File: src/design/rsp_pkg.sv
`timescale 1ns / 1ps
// Shared types, codes and defaults for the RESP stream parser.
// Depends on nothing; every other design file imports it.
package rsp_pkg;

	localparam int MAX_DEPTH_DEF  = 16;
	localparam int COUNT_BITS_DEF = 32;

	// event codes
	localparam logic [2:0] EV_IGNORE = 3'd0;
	localparam logic [2:0] EV_FRAME  = 3'd1;
	localparam logic [2:0] EV_DATA   = 3'd2;
	localparam logic [2:0] EV_VALUE  = 3'd3;
	localparam logic [2:0] EV_ERROR  = 3'd4;

	// value kinds
	localparam logic [2:0] K_INT   = 3'd0;
	localparam logic [2:0] K_STR   = 3'd1;
	localparam logic [2:0] K_ERR   = 3'd2;
	localparam logic [2:0] K_BULK  = 3'd3;
	localparam logic [2:0] K_NULL  = 3'd4;
	localparam logic [2:0] K_ARRAY = 3'd5;

	// error codes
	localparam logic [2:0] E_NONE     = 3'd0;
	localparam logic [2:0] E_TOKEN    = 3'd1;
	localparam logic [2:0] E_MARKER   = 3'd2;
	localparam logic [2:0] E_DEEP     = 3'd3;
	localparam logic [2:0] E_OVERFLOW = 3'd4;

	// stream characters
	localparam logic [7:0] CH_CR     = 8'h0D;
	localparam logic [7:0] CH_LF     = 8'h0A;
	localparam logic [7:0] CH_COLON  = 8'h3A;
	localparam logic [7:0] CH_PLUS   = 8'h2B;
	localparam logic [7:0] CH_MINUS  = 8'h2D;
	localparam logic [7:0] CH_DOLLAR = 8'h24;
	localparam logic [7:0] CH_USCORE = 8'h5F;
	localparam logic [7:0] CH_STAR   = 8'h2A;
	localparam logic [7:0] CH_ZERO   = 8'h30;
	localparam logic [7:0] CH_NINE   = 8'h39;

	// strtoll style magnitude limits
	localparam logic [63:0] INT_POS_LIM = 64'h7FFF_FFFF_FFFF_FFFF;
	localparam logic [63:0] INT_NEG_LIM = 64'h8000_0000_0000_0000;

	typedef enum logic [3:0] {
		PH_MARK,
		PH_INT_START,
		PH_INT_BODY,
		PH_COUNT,
		PH_STR,
		PH_NUL_CR,
		PH_LINE_LF,
		PH_BULK_DATA,
		PH_BULK_CR,
		PH_BULK_LF,
		PH_DONE
	} phase_t;

	typedef struct packed {
		logic en;
		logic clear;
		logic push;
		logic close;
	} stk_cmd_t;

	typedef struct packed {
		logic full;
		logic empty_close;
	} stk_stat_t;

endpackage

File: src/design/rsp_digit.sv
`timescale 1ns / 1ps
// Decimal digit step: accum * 10 + digit with a limit compare.
// Depends on rsp_pkg for the character codes.
module rsp_digit (
	input  logic [7:0]  data,
	input  logic [63:0] acc,
	input  logic [63:0] lim,
	output logic        is_digit,
	output logic [63:0] acc_next,
	output logic        over
);
	import rsp_pkg::*;

	logic [3:0]  dval;
	logic [67:0] prod;

	assign is_digit = (data >= CH_ZERO) && (data <= CH_NINE);
	assign dval     = 4'(data - CH_ZERO);
	assign prod     = ({4'b0, acc} << 3) + ({4'b0, acc} << 1) + {64'b0, dval};
	assign over     = prod > {4'b0, lim};
	assign acc_next = prod[63:0];

endmodule

File: src/design/rsp_stack.sv
`timescale 1ns / 1ps
// Array nesting stack: element counts still owed per level, with the
// cascade of closing arrays resolved in one step. Depends on rsp_pkg.
module rsp_stack #(
	parameter int MAX_DEPTH  = rsp_pkg::MAX_DEPTH_DEF,
	parameter int COUNT_BITS = rsp_pkg::COUNT_BITS_DEF,
	localparam int PTR_W     = $clog2(MAX_DEPTH + 1),
	localparam int IDX_W     = (MAX_DEPTH > 1) ? $clog2(MAX_DEPTH) : 1
) (
	input  logic                  clk,
	input  logic                  arst_n,
	input  rsp_pkg::stk_cmd_t     cmd,
	input  logic [COUNT_BITS-1:0] push_val,
	output logic [PTR_W-1:0]      depth,
	output rsp_pkg::stk_stat_t    stat
);
	import rsp_pkg::*;

	logic [PTR_W-1:0]      ptr_q;
	logic [PTR_W-1:0]      ptr_n;
	logic [COUNT_BITS-1:0] cnt_q [MAX_DEPTH];
	logic                  one_q [MAX_DEPTH];
	logic                  found;
	logic [IDX_W-1:0]      sel;
	logic [IDX_W-1:0]      pidx;

	assign depth = cmd.clear ? '0 : ptr_q;
	assign pidx  = depth[IDX_W-1:0];

	// innermost open level that survives a close: its count is not one
	always_comb begin
		found = 1'b0;
		sel   = '0;
		for (int i = 0; i < MAX_DEPTH; i++) begin
			if ((PTR_W'(i) < depth) && !one_q[i]) begin
				found = 1'b1;
				sel   = IDX_W'(i);
			end
		end
	end

	assign stat.full        = depth >= PTR_W'(MAX_DEPTH);
	assign stat.empty_close = !found;

	always_comb begin
		ptr_n = depth;
		if (cmd.push) begin
			ptr_n = depth + PTR_W'(1);
		end else if (cmd.close) begin
			ptr_n = found ? (PTR_W'(sel) + PTR_W'(1)) : '0;
		end
	end

	always_ff @(posedge clk or negedge arst_n) begin
		if (!arst_n) begin
			ptr_q <= '0;
		end else if (cmd.en) begin
			ptr_q <= ptr_n;
		end
	end

	always_ff @(posedge clk) begin
		if (cmd.en && cmd.push) begin
			cnt_q[pidx] <= push_val;
			one_q[pidx] <= push_val == COUNT_BITS'(1);
		end else if (cmd.en && cmd.close && found) begin
			cnt_q[sel] <= cnt_q[sel] - COUNT_BITS'(1);
			one_q[sel] <= cnt_q[sel] == COUNT_BITS'(2);
		end
	end

endmodule

File: src/design/resp_stream_parser.sv
`timescale 1ns / 1ps
// RESP stream parser top level: input register, parse step, result register.
// Depends on rsp_pkg, rsp_digit and rsp_stack.
//
// Usage:
//   Feed the RESP stream one byte per item on the s_ group; raise s_tuser
//   with the first byte of each message to drop any partial parse, the
//   nesting stack, the byte offset and a latched error.
//   Every accepted byte yields exactly one result item on the m_ group that
//   classifies it (ignored, framing, payload, value finished, error) along
//   with kind, payload byte, finished number, nesting depth, error code and
//   byte offset. m_tlast marks the byte that completes the top-level value.
//   Throughput: one item per cycle while the receiver keeps m_tready high;
//   the parse step is a single registered pass, and array closes of any
//   depth settle in that pass. Each accepted item sits in the input
//   register, then moves to the result register, which drives m_tvalid.
//   Stalls: when m_tready is low the result register holds; the input
//   register still takes one more item, after which s_tready drops until
//   the result is taken.
//   Reset: arst_n clears both registers' valid flags and all parse state;
//   the first byte after reset is at offset zero.
//   Errors latch: later bytes are reported as ignored with the latched code
//   until a new message is started.
module resp_stream_parser #(
	parameter int MAX_DEPTH  = rsp_pkg::MAX_DEPTH_DEF,
	parameter int COUNT_BITS = rsp_pkg::COUNT_BITS_DEF
) (
	input  logic         clk,
	input  logic         arst_n,
	input  logic         s_tvalid,
	output logic         s_tready,
	input  logic [7:0]   s_tdata,  // [7:0] data_byte
	input  logic [0:0]   s_tuser,  // [0] start_req
	output logic         m_tvalid,
	input  logic         m_tready,
	output logic [111:0] m_tdata,  // [7:0] payload, [71:8] number, [76:72] depth,
	                               // [79:77] error_code, [111:80] offset
	output logic [5:0]   m_tuser,  // [2:0] event_res, [5:3] kind
	output logic         m_tlast   // message_done
);
	import rsp_pkg::*;

	localparam int PTR_W = $clog2(MAX_DEPTH + 1);
	localparam logic [63:0] COUNT_MAX = 64'((65'(1) << COUNT_BITS) - 65'(1));

	// handshake
	logic adv;
	logic valid_s1, valid_s2;
	logic [7:0] data_s1;
	logic start_s1;

	// parse state
	phase_t phase_q, phase_n, ph_c;
	logic [2:0]            kind_q, kind_c, kind_n;
	logic [63:0]           acc_q, acc_c, acc_n;
	logic                  neg_q, neg_c, neg_n;
	logic                  dig_q, dig_c, dig_n;
	logic [COUNT_BITS-1:0] bulk_q, bulk_c, bulk_n;
	logic [31:0]           off_q, off_c;
	logic                  err_q, err_c, err_n;
	logic [2:0]            ecode_q, ecode_c, ecode_n;

	// step results
	logic [2:0]         ev;
	logic [2:0]         res_code;
	logic [7:0]         res_payload;
	logic signed [63:0] res_number;
	logic               res_done;
	logic [2:0]         res_kind;

	// result register
	logic [2:0]         ev_s2, kind_s2, code_s2;
	logic [7:0]         payload_s2;
	logic signed [63:0] number_s2;
	logic [4:0]         depth_s2;
	logic               done_s2;
	logic [31:0]        off_s2;

	// helpers
	logic [63:0]      lim;
	logic             is_digit, over;
	logic [63:0]      acc_next;
	stk_cmd_t         stk_cmd;
	stk_stat_t        stk_stat;
	logic [PTR_W-1:0] stk_depth;

	// advance the step when the result register is free or being emptied
	assign adv      = valid_s1 && (!valid_s2 || m_tready);
	assign s_tready = !valid_s1 || adv;

	always_ff @(posedge clk or negedge arst_n) begin
		if (!arst_n) begin
			valid_s1 <= 1'b0;
		end else if (s_tvalid && s_tready) begin
			valid_s1 <= 1'b1;
		end else if (adv) begin
			valid_s1 <= 1'b0;
		end
	end

	always_ff @(posedge clk) begin
		if (s_tvalid && s_tready) begin
			data_s1  <= s_tdata;
			start_s1 <= s_tuser[0];
		end
	end

	// state as seen by this byte: a start drops everything first
	always_comb begin
		ph_c    = start_s1 ? PH_MARK : phase_q;
		kind_c  = start_s1 ? K_INT : kind_q;
		acc_c   = start_s1 ? '0 : acc_q;
		neg_c   = start_s1 ? 1'b0 : neg_q;
		dig_c   = start_s1 ? 1'b0 : dig_q;
		bulk_c  = start_s1 ? '0 : bulk_q;
		off_c   = start_s1 ? '0 : off_q;
		err_c   = start_s1 ? 1'b0 : err_q;
		ecode_c = start_s1 ? E_NONE : ecode_q;
	end

	assign lim = (ph_c == PH_COUNT) ? COUNT_MAX : (neg_c ? INT_NEG_LIM : INT_POS_LIM);

	rsp_digit u_digit (
		.data     (data_s1),
		.acc      (acc_c),
		.lim      (lim),
		.is_digit (is_digit),
		.acc_next (acc_next),
		.over     (over)
	);

	rsp_stack #(
		.MAX_DEPTH  (MAX_DEPTH),
		.COUNT_BITS (COUNT_BITS)
	) u_stack (
		.clk      (clk),
		.arst_n   (arst_n),
		.cmd      (stk_cmd),
		.push_val (acc_c[COUNT_BITS-1:0]),
		.depth    (stk_depth),
		.stat     (stk_stat)
	);

	// parse step: next state and the result of this byte
	always_comb begin
		phase_n       = ph_c;
		kind_n        = kind_c;
		acc_n         = acc_c;
		neg_n         = neg_c;
		dig_n         = dig_c;
		bulk_n        = bulk_c;
		err_n         = err_c;
		ecode_n       = ecode_c;
		ev            = EV_FRAME;
		res_code      = E_NONE;
		res_payload   = 8'd0;
		res_number    = 64'sd0;
		res_done      = 1'b0;
		stk_cmd.en    = adv;
		stk_cmd.clear = start_s1;
		stk_cmd.push  = 1'b0;
		stk_cmd.close = 1'b0;

		if (err_c) begin
			ev       = EV_IGNORE;
			res_code = ecode_c;
		end else begin
			case (ph_c)
				PH_MARK: begin
					acc_n = '0;
					neg_n = 1'b0;
					dig_n = 1'b0;
					case (data_s1)
						CH_COLON: begin
							kind_n  = K_INT;
							phase_n = PH_INT_START;
						end
						CH_PLUS: begin
							kind_n  = K_STR;
							phase_n = PH_STR;
						end
						CH_MINUS: begin
							kind_n  = K_ERR;
							phase_n = PH_STR;
						end
						CH_DOLLAR: begin
							kind_n  = K_BULK;
							phase_n = PH_COUNT;
						end
						CH_USCORE: begin
							kind_n  = K_NULL;
							phase_n = PH_NUL_CR;
						end
						CH_STAR: begin
							kind_n  = K_ARRAY;
							phase_n = PH_COUNT;
						end
						default: begin
							ev       = EV_ERROR;
							res_code = E_MARKER;
						end
					endcase
				end
				PH_INT_START, PH_INT_BODY: begin
					if ((ph_c == PH_INT_START) &&
					    ((data_s1 == CH_PLUS) || (data_s1 == CH_MINUS))) begin
						neg_n   = data_s1 == CH_MINUS;
						phase_n = PH_INT_BODY;
					end else if (is_digit) begin
						// saturate like strtoll, keep taking digits
						acc_n   = over ? lim : acc_next;
						dig_n   = 1'b1;
						phase_n = PH_INT_BODY;
					end else if ((data_s1 == CH_CR) && ((ph_c == PH_INT_START) || dig_c)) begin
						phase_n = PH_LINE_LF;
					end else begin
						ev       = EV_ERROR;
						res_code = E_TOKEN;
					end
				end
				PH_COUNT: begin
					if (is_digit) begin
						if (over) begin
							ev       = EV_ERROR;
							res_code = E_OVERFLOW;
						end else begin
							acc_n = acc_next;
						end
					end else if (data_s1 == CH_CR) begin
						phase_n = PH_LINE_LF;
					end else begin
						ev       = EV_ERROR;
						res_code = E_TOKEN;
					end
				end
				PH_STR: begin
					if (data_s1 == CH_CR) begin
						phase_n = PH_LINE_LF;
					end else if (data_s1 == CH_LF) begin
						ev       = EV_ERROR;
						res_code = E_TOKEN;
					end else begin
						ev          = EV_DATA;
						res_payload = data_s1;
					end
				end
				PH_NUL_CR, PH_BULK_CR: begin
					if (data_s1 == CH_CR) begin
						phase_n = (ph_c == PH_NUL_CR) ? PH_LINE_LF : PH_BULK_LF;
					end else begin
						ev       = EV_ERROR;
						res_code = E_TOKEN;
					end
				end
				PH_BULK_DATA: begin
					ev          = EV_DATA;
					res_payload = data_s1;
					bulk_n      = bulk_c - COUNT_BITS'(1);
					if (bulk_c == COUNT_BITS'(1)) begin
						phase_n = PH_BULK_CR;
					end
				end
				PH_LINE_LF, PH_BULK_LF: begin
					if (data_s1 != CH_LF) begin
						ev       = EV_ERROR;
						res_code = E_TOKEN;
					end else if ((ph_c == PH_LINE_LF) && (kind_c == K_BULK)) begin
						bulk_n  = acc_c[COUNT_BITS-1:0];
						phase_n = (acc_c == 64'd0) ? PH_BULK_CR : PH_BULK_DATA;
					end else if ((ph_c == PH_LINE_LF) && (kind_c == K_ARRAY) &&
					             (acc_c != 64'd0)) begin
						if (stk_stat.full) begin
							ev       = EV_ERROR;
							res_code = E_DEEP;
						end else begin
							stk_cmd.push = 1'b1;
							ev           = EV_VALUE;
							res_number   = acc_c;
							phase_n      = PH_MARK;
						end
					end else begin
						ev = EV_VALUE;
						if (kind_c == K_INT) begin
							res_number = neg_c ? (64'd0 - acc_c) : acc_c;
						end else if ((kind_c == K_BULK) || (kind_c == K_ARRAY)) begin
							res_number = acc_c;
						end
						// hand the finished value to the enclosing arrays
						stk_cmd.close = 1'b1;
						res_done      = stk_stat.empty_close;
						phase_n       = stk_stat.empty_close ? PH_DONE : PH_MARK;
					end
				end
				PH_DONE: begin
					ev = EV_IGNORE;
				end
				default: begin
					ev = EV_IGNORE;
				end
			endcase
			if (ev == EV_ERROR) begin
				err_n   = 1'b1;
				ecode_n = res_code;
			end
		end

		res_kind = ((ev == EV_FRAME) || (ev == EV_DATA) || (ev == EV_VALUE)) ? kind_n : K_INT;
	end

	always_ff @(posedge clk or negedge arst_n) begin
		if (!arst_n) begin
			phase_q <= PH_MARK;
		end else if (adv) begin
			phase_q <= phase_n;
		end
	end

	always_ff @(posedge clk or negedge arst_n) begin
		if (!arst_n) begin
			kind_q  <= K_INT;
			acc_q   <= '0;
			neg_q   <= 1'b0;
			dig_q   <= 1'b0;
			bulk_q  <= '0;
			off_q   <= '0;
			err_q   <= 1'b0;
			ecode_q <= E_NONE;
		end else if (adv) begin
			kind_q  <= kind_n;
			acc_q   <= acc_n;
			neg_q   <= neg_n;
			dig_q   <= dig_n;
			bulk_q  <= bulk_n;
			off_q   <= off_c + 32'd1;
			err_q   <= err_n;
			ecode_q <= ecode_n;
		end
	end

	// result register: hold while the receiver stalls
	always_ff @(posedge clk or negedge arst_n) begin
		if (!arst_n) begin
			valid_s2 <= 1'b0;
		end else if (adv) begin
			valid_s2 <= 1'b1;
		end else if (m_tready) begin
			valid_s2 <= 1'b0;
		end
	end

	always_ff @(posedge clk) begin
		if (adv) begin
			ev_s2      <= ev;
			kind_s2    <= res_kind;
			code_s2    <= res_code;
			payload_s2 <= res_payload;
			number_s2  <= res_number;
			depth_s2   <= 5'(stk_depth);
			done_s2    <= res_done;
			off_s2     <= off_c;
		end
	end

	assign m_tvalid = valid_s2;
	assign m_tdata  = {off_s2, code_s2, depth_s2, number_s2, payload_s2};
	assign m_tuser  = {kind_s2, ev_s2};
	assign m_tlast  = done_s2;

`ifndef SYNTH
	a_last_is_value: assert property (@(posedge clk) disable iff (!arst_n)
		(m_tvalid && m_tlast) |-> (m_tuser[2:0] == EV_VALUE))
		else $error("message end flagged on an item that finishes no value");

	a_error_latches: assert property (@(posedge clk) disable iff (!arst_n)
		(adv && err_q && !start_s1) |=> (m_tuser[2:0] == EV_IGNORE))
		else $error("byte after a latched error was not ignored");

	a_done_ignores: assert property (@(posedge clk) disable iff (!arst_n)
		(adv && (phase_q == PH_DONE) && !err_q && !start_s1) |=>
		((m_tuser[2:0] == EV_IGNORE) && !m_tlast))
		else $error("byte after a complete message was not ignored");

	a_ready_only_stalled: assert property (@(posedge clk) disable iff (!arst_n)
		!s_tready |-> (valid_s1 && valid_s2 && !m_tready))
		else $error("input refused without a stalled result");
`endif

endmodule

File: config.mk
export PLATFORM = sky130hd
export DESIGN_NAME = resp_stream_parser
export DESIGN_NICKNAME = d
export VERILOG_FILES = /design/src/design/rsp_pkg.sv /design/src/design/rsp_digit.sv /design/src/design/rsp_stack.sv /design/src/design/resp_stream_parser.sv
export SDC_FILE = /design/constraint.sdc
export NUM_CORES = 2
export LEC_CHECK = 0
export BUFFER_PORTS_ARGS = -buffer_cell sky130_fd_sc_hd__buf_2
export CAP_MARGIN = 20
export CELL_PAD_IN_SITES_DETAIL_PLACEMENT = 1
export CELL_PAD_IN_SITES_GLOBAL_PLACEMENT = 1
export CORE_MARGIN = 2
export CORE_UTILIZATION = 55
export DETAILED_ROUTE_END_ITERATION = 16
export GPL_TIMING_DRIVEN = 1
export PLACE_DENSITY_LB_ADDON = 0.1
export SYNTH_ARGS = -nofsm -noshare
export SYNTH_HDL_FRONTEND = slang
export SYNTH_HIERARCHICAL = 1
export SYNTH_SLANG_ARGS = --single-unit
File: constraint.sdc
create_clock -name clk -period 13.6 [get_ports clk]
set_input_delay 0.68 -clock clk [delete_from_list [all_inputs] [get_ports clk]]
set_output_delay 0.68 -clock clk [all_outputs]
set_load 0.01 [all_outputs]
# ---- Yosys cells after proc, flatten, opt, wreduce, memory -nomap -nowiden
# Memories as Yosys holds them, arrays and structs flattened.
# Index checks and enable logic that the tools add are counted.
# Widths: inputs -> output; s select.
dict set report op_classes {
  addsub 9
  multipliers 0
  n_div 0
  magnitude_cmp 20
  eq_ne 27
  n_shift 0
  n_mux 149
  bitwise 1
  n_reduce_logical 69
}
# operator n
set ops {}
lappend ops {{$mux 64} 14}
lappend ops {{$mux 32} 6}
lappend ops {{$pmux 64 s3} 1}
lappend ops {{$mux 4} 26}
lappend ops {{$mux 3} 28}
lappend ops {{$add 67x65->68} 1}
lappend ops {{$add 68x4->68} 1}
lappend ops {{$gt 68x64->1} 1}
lappend ops {{$eq 32x1->1 const B} 2}
lappend ops {{$logic_not 64->1} 1}
lappend ops {{$pmux 32 s2} 1}
lappend ops {{$reduce_bool 64->1} 1}
lappend ops {{$sub 1x64->64 const A} 1}
lappend ops {{$sub 32x1->32 const B} 2}
lappend ops {{$mux 1} 48}
lappend ops {{$eq 8x6->1 const B} 5}
lappend ops {{$lt 4x5->1 const A} 8}
lappend ops {{$pmux 3 s6} 2}
lappend ops {{$add 32x1->32 const B} 1}
lappend ops {{$eq 32x2->1 const B} 1}
lappend ops {{$reduce_or 32->1} 1}
lappend ops {{$pmux 4 s7} 1}
lappend ops {{$logic_and 1x1->1} 27}
lappend ops {{$mux 2} 11}
lappend ops {{36 further kinds} 84}
dict set report word_totals {
  ff_bits 276
  latch_bits 0
  ramBits 528
  mem_bits_ro 0
  output_inout_bits 121
  memories 2
}
# name words width rd rd_ports_with_merged_regs write_ports line
set memory_table {}
lappend memory_table {u_stack.cnt_q 16 32 1 0 1 rsp_stack.sv:21} ;# logic [COUNT_BITS-1:0] cnt_q [MAX_DEPTH];
lappend memory_table {u_stack.one_q 16 1 16 0 1 rsp_stack.sv:22} ;# logic one_q [MAX_DEPTH];

# ---- Logic depth before layout (Yosys ltp)
dict set report depth {
  ltp_word 25
  ltp_mapped 39
  depth_no_buf 31
}

# ---- By module
# Netlist, hierarchy kept.
# mod instances cells_each area_each_um2 seq_area_each_um2
set by_module_without_submodules {}
lappend by_module_without_submodules {rsp_stack 1 1622 23178.5 15980.3}
lappend by_module_without_submodules {resp_stream_parser 1 1926 16477.1 7422.1}
lappend by_module_without_submodules {rsp_digit 1 850 6247.2 0.0}

# ---- Worst setup path before layout
# Ideal clock, no wire load.
dict set report synth_timing {
  path_type {flip-flop to flip-flop}
  from {register start_s1}
  to {register acc_q[38]}
  arrival_time_ps 7610
  t_required_ps 13480
  path_slack_ps 5870
  path_stages_with_launch 38
  n_path_buf 7
  synth_period_minus_slack_ps 7730
  path_cell_list {edfxtp_1 > buf_4 > inv_1 > clkbuf_1 > buf_1 > clkbuf_1 > nand2_1 > inv_1 > ha_1 > ha_1 > inv_1 > fa_1 > nand2b_1 > a211oi_2 > o2111ai_2 > a2111oi_4 > o31ai_2 > o31ai_2 > [2 not listed] > nor2_1 > xnor2_1 > ha_1 > nand4_1 > nor4_1 > nand2_1 > nor4_1 > a21oi_1 > o2bb2ai_1 > a2111o_1 > clkbuf_1 > nor2_1 > o21ai_0 > a31o_2 > clkbuf_1 > clkbuf_1 > nand2_1 > nand2_1}
}
dict set report synth_between {
  elab_chain_cells 9
  word_cells_on_any_way 22
}
# element line
set synth_rtl {}
lappend synth_rtl {{start: declaration} resp_stream_parser.sv:50} ;# logic start_s1;
lappend synth_rtl {{start signal: assignment} resp_stream_parser.sv:104} ;# start_s1 <= s_tuser[0];
lappend synth_rtl {{$mux 64 (*)} resp_stream_parser.sv:112} ;# acc_c = start_s1 ? '0 : acc_q;
lappend synth_rtl {{named net acc_c[0]} resp_stream_parser.sv:55} ;# logic [63:0] acc_q, acc_c, acc_n;
lappend synth_rtl {{$add 67x65->68 (*)} rsp_digit.sv:19} ;# assign prod = ({4'b0, acc} << 3) + ({4'b0, acc} << 1) + {64'b0, dval};
lappend synth_rtl {{$add 68x4->68 (*)} rsp_digit.sv:19}
lappend synth_rtl {{named net acc_next[56]} resp_stream_parser.sv:82} ;# logic [63:0] acc_next;
lappend synth_rtl {{$gt 68x64->1 (*)} rsp_digit.sv:20} ;# assign over = prod > {4'b0, lim};
lappend synth_rtl {{named net over} resp_stream_parser.sv:81} ;# logic is_digit, over;
lappend synth_rtl {{$mux 64} resp_stream_parser.sv:211} ;# acc_n = over ? lim : acc_next;
lappend synth_rtl {{$mux 64} resp_stream_parser.sv:209} ;# end else if (is_digit) begin
lappend synth_rtl {{$mux 64} resp_stream_parser.sv:205} ;# if ((ph_c == PH_INT_START) &&
lappend synth_rtl {{$pmux 64 s3 (*)} resp_stream_parser.sv:168} ;# case (ph_c)
lappend synth_rtl {{$mux 64 (*)} resp_stream_parser.sv:164} ;# if (err_c) begin
lappend synth_rtl {{end signal: assignment} resp_stream_parser.sv:330} ;# acc_q <= acc_n;
lappend synth_rtl {{end: declaration} resp_stream_parser.sv:55}
# Mark *: on every way through the listed nets, which the timed path passes. The rest lies on a longest branch.
# A chain may end at the register's enable or synchronous reset.

# ---- Worst setup path in the final report
dict set report layout_timing {
  from {register start_s1}
  to {register ecode_q[2]}
}
dict set report layout_between {
  word_cells_on_any_way 53
}
# element line
set layout_rtl {}
lappend layout_rtl {{$mux 64 (*)} resp_stream_parser.sv:112}
lappend layout_rtl {{named net acc_c[2]} resp_stream_parser.sv:55}
lappend layout_rtl {{$add 67x65->68 (*)} rsp_digit.sv:19}
lappend layout_rtl {{$add 68x4->68 (*)} rsp_digit.sv:19}
lappend layout_rtl {{named net acc_next[56]} resp_stream_parser.sv:82}
lappend layout_rtl {{$gt 68x64->1 (*)} rsp_digit.sv:20}
lappend layout_rtl {{named net over} resp_stream_parser.sv:81}
lappend layout_rtl {{$mux 3} resp_stream_parser.sv:223} ;# if (over) begin
lappend layout_rtl {{$mux 3} resp_stream_parser.sv:222} ;# if (is_digit) begin
lappend layout_rtl {{$pmux 3 s7} resp_stream_parser.sv:168}
lappend layout_rtl {{$mux 3} resp_stream_parser.sv:164}
lappend layout_rtl {{$eq 3x3->1} resp_stream_parser.sv:301} ;# if (ev == EV_ERROR) begin
lappend layout_rtl {{$mux 3 (*)} resp_stream_parser.sv:301}
lappend layout_rtl {{$mux 3 (*)} resp_stream_parser.sv:164}
lappend layout_rtl {{end signal: assignment} resp_stream_parser.sv:336} ;# ecode_q <= ecode_n;
lappend layout_rtl {{end: declaration} resp_stream_parser.sv:61} ;# logic [2:0] ecode_q, ecode_c, ecode_n;
# Mark *: on every way through the listed nets, which the timed path passes. The rest lies on a longest branch. The select of a mux whose other input is x is not followed.

==> key figures <==
Flow run
  – MaxCap Viol Count: 0

Die
  – Initial Util: 0.557
  – Die extent in x: 293 um
  – Die Ht: 293 um
  – Std-Cell Rows: 105
  – Die area: 85,800 sq um
  – I/O pins: 134
  – Core area: 82,400 sq um

Layout
  – Multi-input logic area: 21,000 sq um
  – # diodes: 0
  – Layout cells sized above 1: 0.115
  – Fin nets: 4,673
  – Area growth syn-to-layout: 10.3%
  – Flip-flop and latch area: 23,400 sq um
  – Fillcell total: 8,694

Synth
  – Cell variety after synth: 116
  – Async SR Flop Fraction: 0.184
  – Post-Syn Area: 45,900 sq um
  – Yosys top cell by area: edfxtp_1
  – Post-synth top flop: edfxtp_1
  – Mean Syn Cell Area: 10.4 sq um
  – Synth warnings: 6
  – Synth top area cells: edfxtp_1, dfrtp_1, ha_1, nand2_1, o21ai_0
  – Gate count after technology mapping: 4,398
  – #FFs+latches synth: 804
  – Yosys top cell area share: 0.429
  – Sequential-to-total area share from yosys stat: 0.510
  – Synth cell count leaders: edfxtp_1, nand2_1, o21ai_0, nor2_1, a21oi_1
  – Most frequent cell after synthesis: edfxtp_1
  – Syn_nets: 4,611
  – Post-synth EDFFs: 656

Drt
  – Post-Route WL: 158 mm
  – DRT iter0 DRCs: 3,894
  – Vias after detailed routing: 38,300
  – Drt pass-1 iters: 6
  – M1 WL: 64.2 mm
  – Met3 wire length: 12.4 mm
  – Remaining routing DRC violations: 0
  – Met2 wire len: 73.9 mm
  – Via-to-Cell Ratio: 6.85
  – Avg WL per Cell: 28.3 um
  – Max Used Layer: met5
  – DRT antenna net count: 0

Pwr
  – Clock Power Share: 0.384
  – Static Leak: 20.8 nW
  – P_int: 4.35 mW
  – Sequential share of power: 0.462
  – Worst vdd ir: 170 uV
  – Sw Share: 0.289
  – Gate power share: 0.154
  – Switching Power: 1.77 mW
  – Power per cell area: 121 nW/um^2

Global routing
  – Vias in the first global route: 38,900
  – Initial antenna violation count: 2
  – Global-route wire length before repair: 240 mm
  – Global route total overflow: 0
  – Largest net degree at the start of global routing: 141
  – Aggregate global-route resource usage: 0.365

Worst setup path
  – Worst-path maximum fanout: 44
  – Crit start category: register
  – Reg2reg setup slack: 4180 ps
  – Arrival @ worst endpoint: 9990 ps
  – Reg2reg path depth: 29
  – R2R Path Start: start_s1
  – Critical-path top delay cell: edfxtp_1
  – Reg-to-Reg End: ecode_q[2]
  – Worst setup path class: reg -> reg
  – Worst Setup End Kind: register
  – Max incr delay on CP: 830 ps
  – Critical path required time: 14,170 ps

Clock tree
  – Post-CTS Setup Bufs: 0
  – Clock tree buffer depth: 3
  – Htree depth: 3
  – Hold-fix buffers, CTS: 0
  – Root Buffer: clkbuf_16
  – CTS tree: yes
  – Clk sinks: 804
  – Reg clk slew, reported paths: 60 ps
  – Cts repair resizes: 0
  – Clock Latency Late Sink: 690 ps
  – CTS Buf Count: 84

Timing
  – Crit path time final: 9420 ps
  – Setup slack after layout: 4180 ps
  – Final Setup Violations: 0
  – Final Cycle Share: 0.692
  – RSZ-0062 raised after global routing: false
  – Hold Vio Cnt, Final: 0
  – Total Neg Setup Slack: 0 ps
  – Skew final: 56.7 ps
  – Achievable Freq: 0.106 GHz
  – Max-slew violations: 0
  – Tightest Pin Transition: 1180 ps
  – Slew headroom: 0.210

Hold path
  – Hold Path Class: in -> async

Placement
  – IO Port Bufs: 133
  – GPL Wtd Cong: 0.966
  – Pre-CTS setup slack: 4350 ps
  – HPWL Detailed: 105 mm

Status
  – Status: completed
## flip-flops by register name, summed over array words and instances, names as in the netlist, 4 cells and up
name,flops
depth_s2,5
phase_q,4
number_s2,64
data_s1,8
payload_s2,8
u_stack/cnt_q,512
bulk_q,32
u_stack/one_q,16
u_stack/ptr_q,5
off_s2,32
acc_q,64
off_q,32
## per-layer routing
layer,up-vias,track usage
li1,16800,-
met1,19200,0.486
met2,1867,0.588
met3,462,0.0573
met4,4,0.170
met5,-,0
## power by group through the flow
stage / clock [mW] / sequential (mW) / combinational (mW)
after detailed placement: 0 / 2.87 / 0.905
after floorplan: 0 / 2.85 / 0.598
after global routing: 2.45 / 2.83 / 1.01
after global placement: 0 / 2.87 / 0.884
final: 2.35 / 2.83 / 0.942
after CTS: 2.37 / 2.82 / 0.915
## worst max-delay path: cells and delay by family (launching register included)
| kind | cells | cell delay (ps) |
|---|---|---|
| fa+ha+maj | 3 | 1320 |
| xor+xnor | 1 | 180 |
| buf+inv | 4 | 1060 |
| compound gates | 11 | 3180 |
| flops | 1 | 830 |
| simple gates | 10 | 2670 |
## per-stage QoR
step | cells | instance area, sq um | utilization | hold slack (ps) | power, mW
3_5_place_dp | 5438 | 47800 | 0.580 | 481 | 3.78
6_report | 5594 | 50600 | 0.614 | 119 | 6.12
5_1_grt | 5594 | 50600 | 0.614 | 173 | 6.30
4_1_cts | 5588 | 50600 | 0.614 | 129 | 6.11
3_3_place_gp | 5437 | 47800 | 0.580 | 472 | 3.76
2_1_floorplan | 4398 | 45900 | - | 384 | 3.45
## cell usage in the layout (no fill, tap or decap), types with 36 or more instances in the layout
master / n
nand4_1: 61
nor2_1: 229
nand3_1: 143
nor4_1: 45
inv_1: 136
buf_2: 132
mux2i_1: 95
ha_1: 198
o211ai_1: 41
a211oi_1: 101
xor2_1: 49
nor3_1: 77
a31oi_1: 86
a21o_1: 87
a21oi_1: 226
and3_1: 62
clkbuf_16: 84
buf_4: 116
nand2_1: 570
nand2b_1: 36
xnor2_1: 65
dfrtp_1: 148
edfxtp_1: 656
o21ai_0: 328
nor2b_1: 82
## worst max path at each step
stage,from,end,depth (start not counted)
2_1_floorplan,start_s1,acc_q[38],37
3_3_place_gp,start_s1,acc_q[52],29
3_5_place_dp,start_s1,ecode_q[2],29
4_1_cts,start_s1,acc_q[18],30
5_1_grt,start_s1,acc_q[20],30
6_report,start_s1,ecode_q[2],29
## kinds of logic (layout without fill, tap and decap cells)
| family | count (synthesis) | after routing | share of synthesized area |
|---|---|---|---|
| simple gates | 1476 | 1476 | 0.157 |
| compound gates | 1254 | 1254 | 0.181 |
| flops | 804 | 804 | 0.510 |
| buf+inv | 418 | 544 | 0.0373 |
| fa+ha+maj | 200 | 200 | 0.0548 |
| mux | 132 | 132 | 0.0381 |
| xor+xnor | 114 | 114 | 0.0218 |
## area by class of cell
class,instances,share of cell area
inverters,142,0.0107
flip-flops and latches,804,0.462
multi-input cells,3176,0.414
well taps,1070,0.0264
clock inverters,42,0.0103
repair buffers,252,0.0314
clock buffers,108,0.0445
No activity file was read; power rests on OpenSTA's default activity.
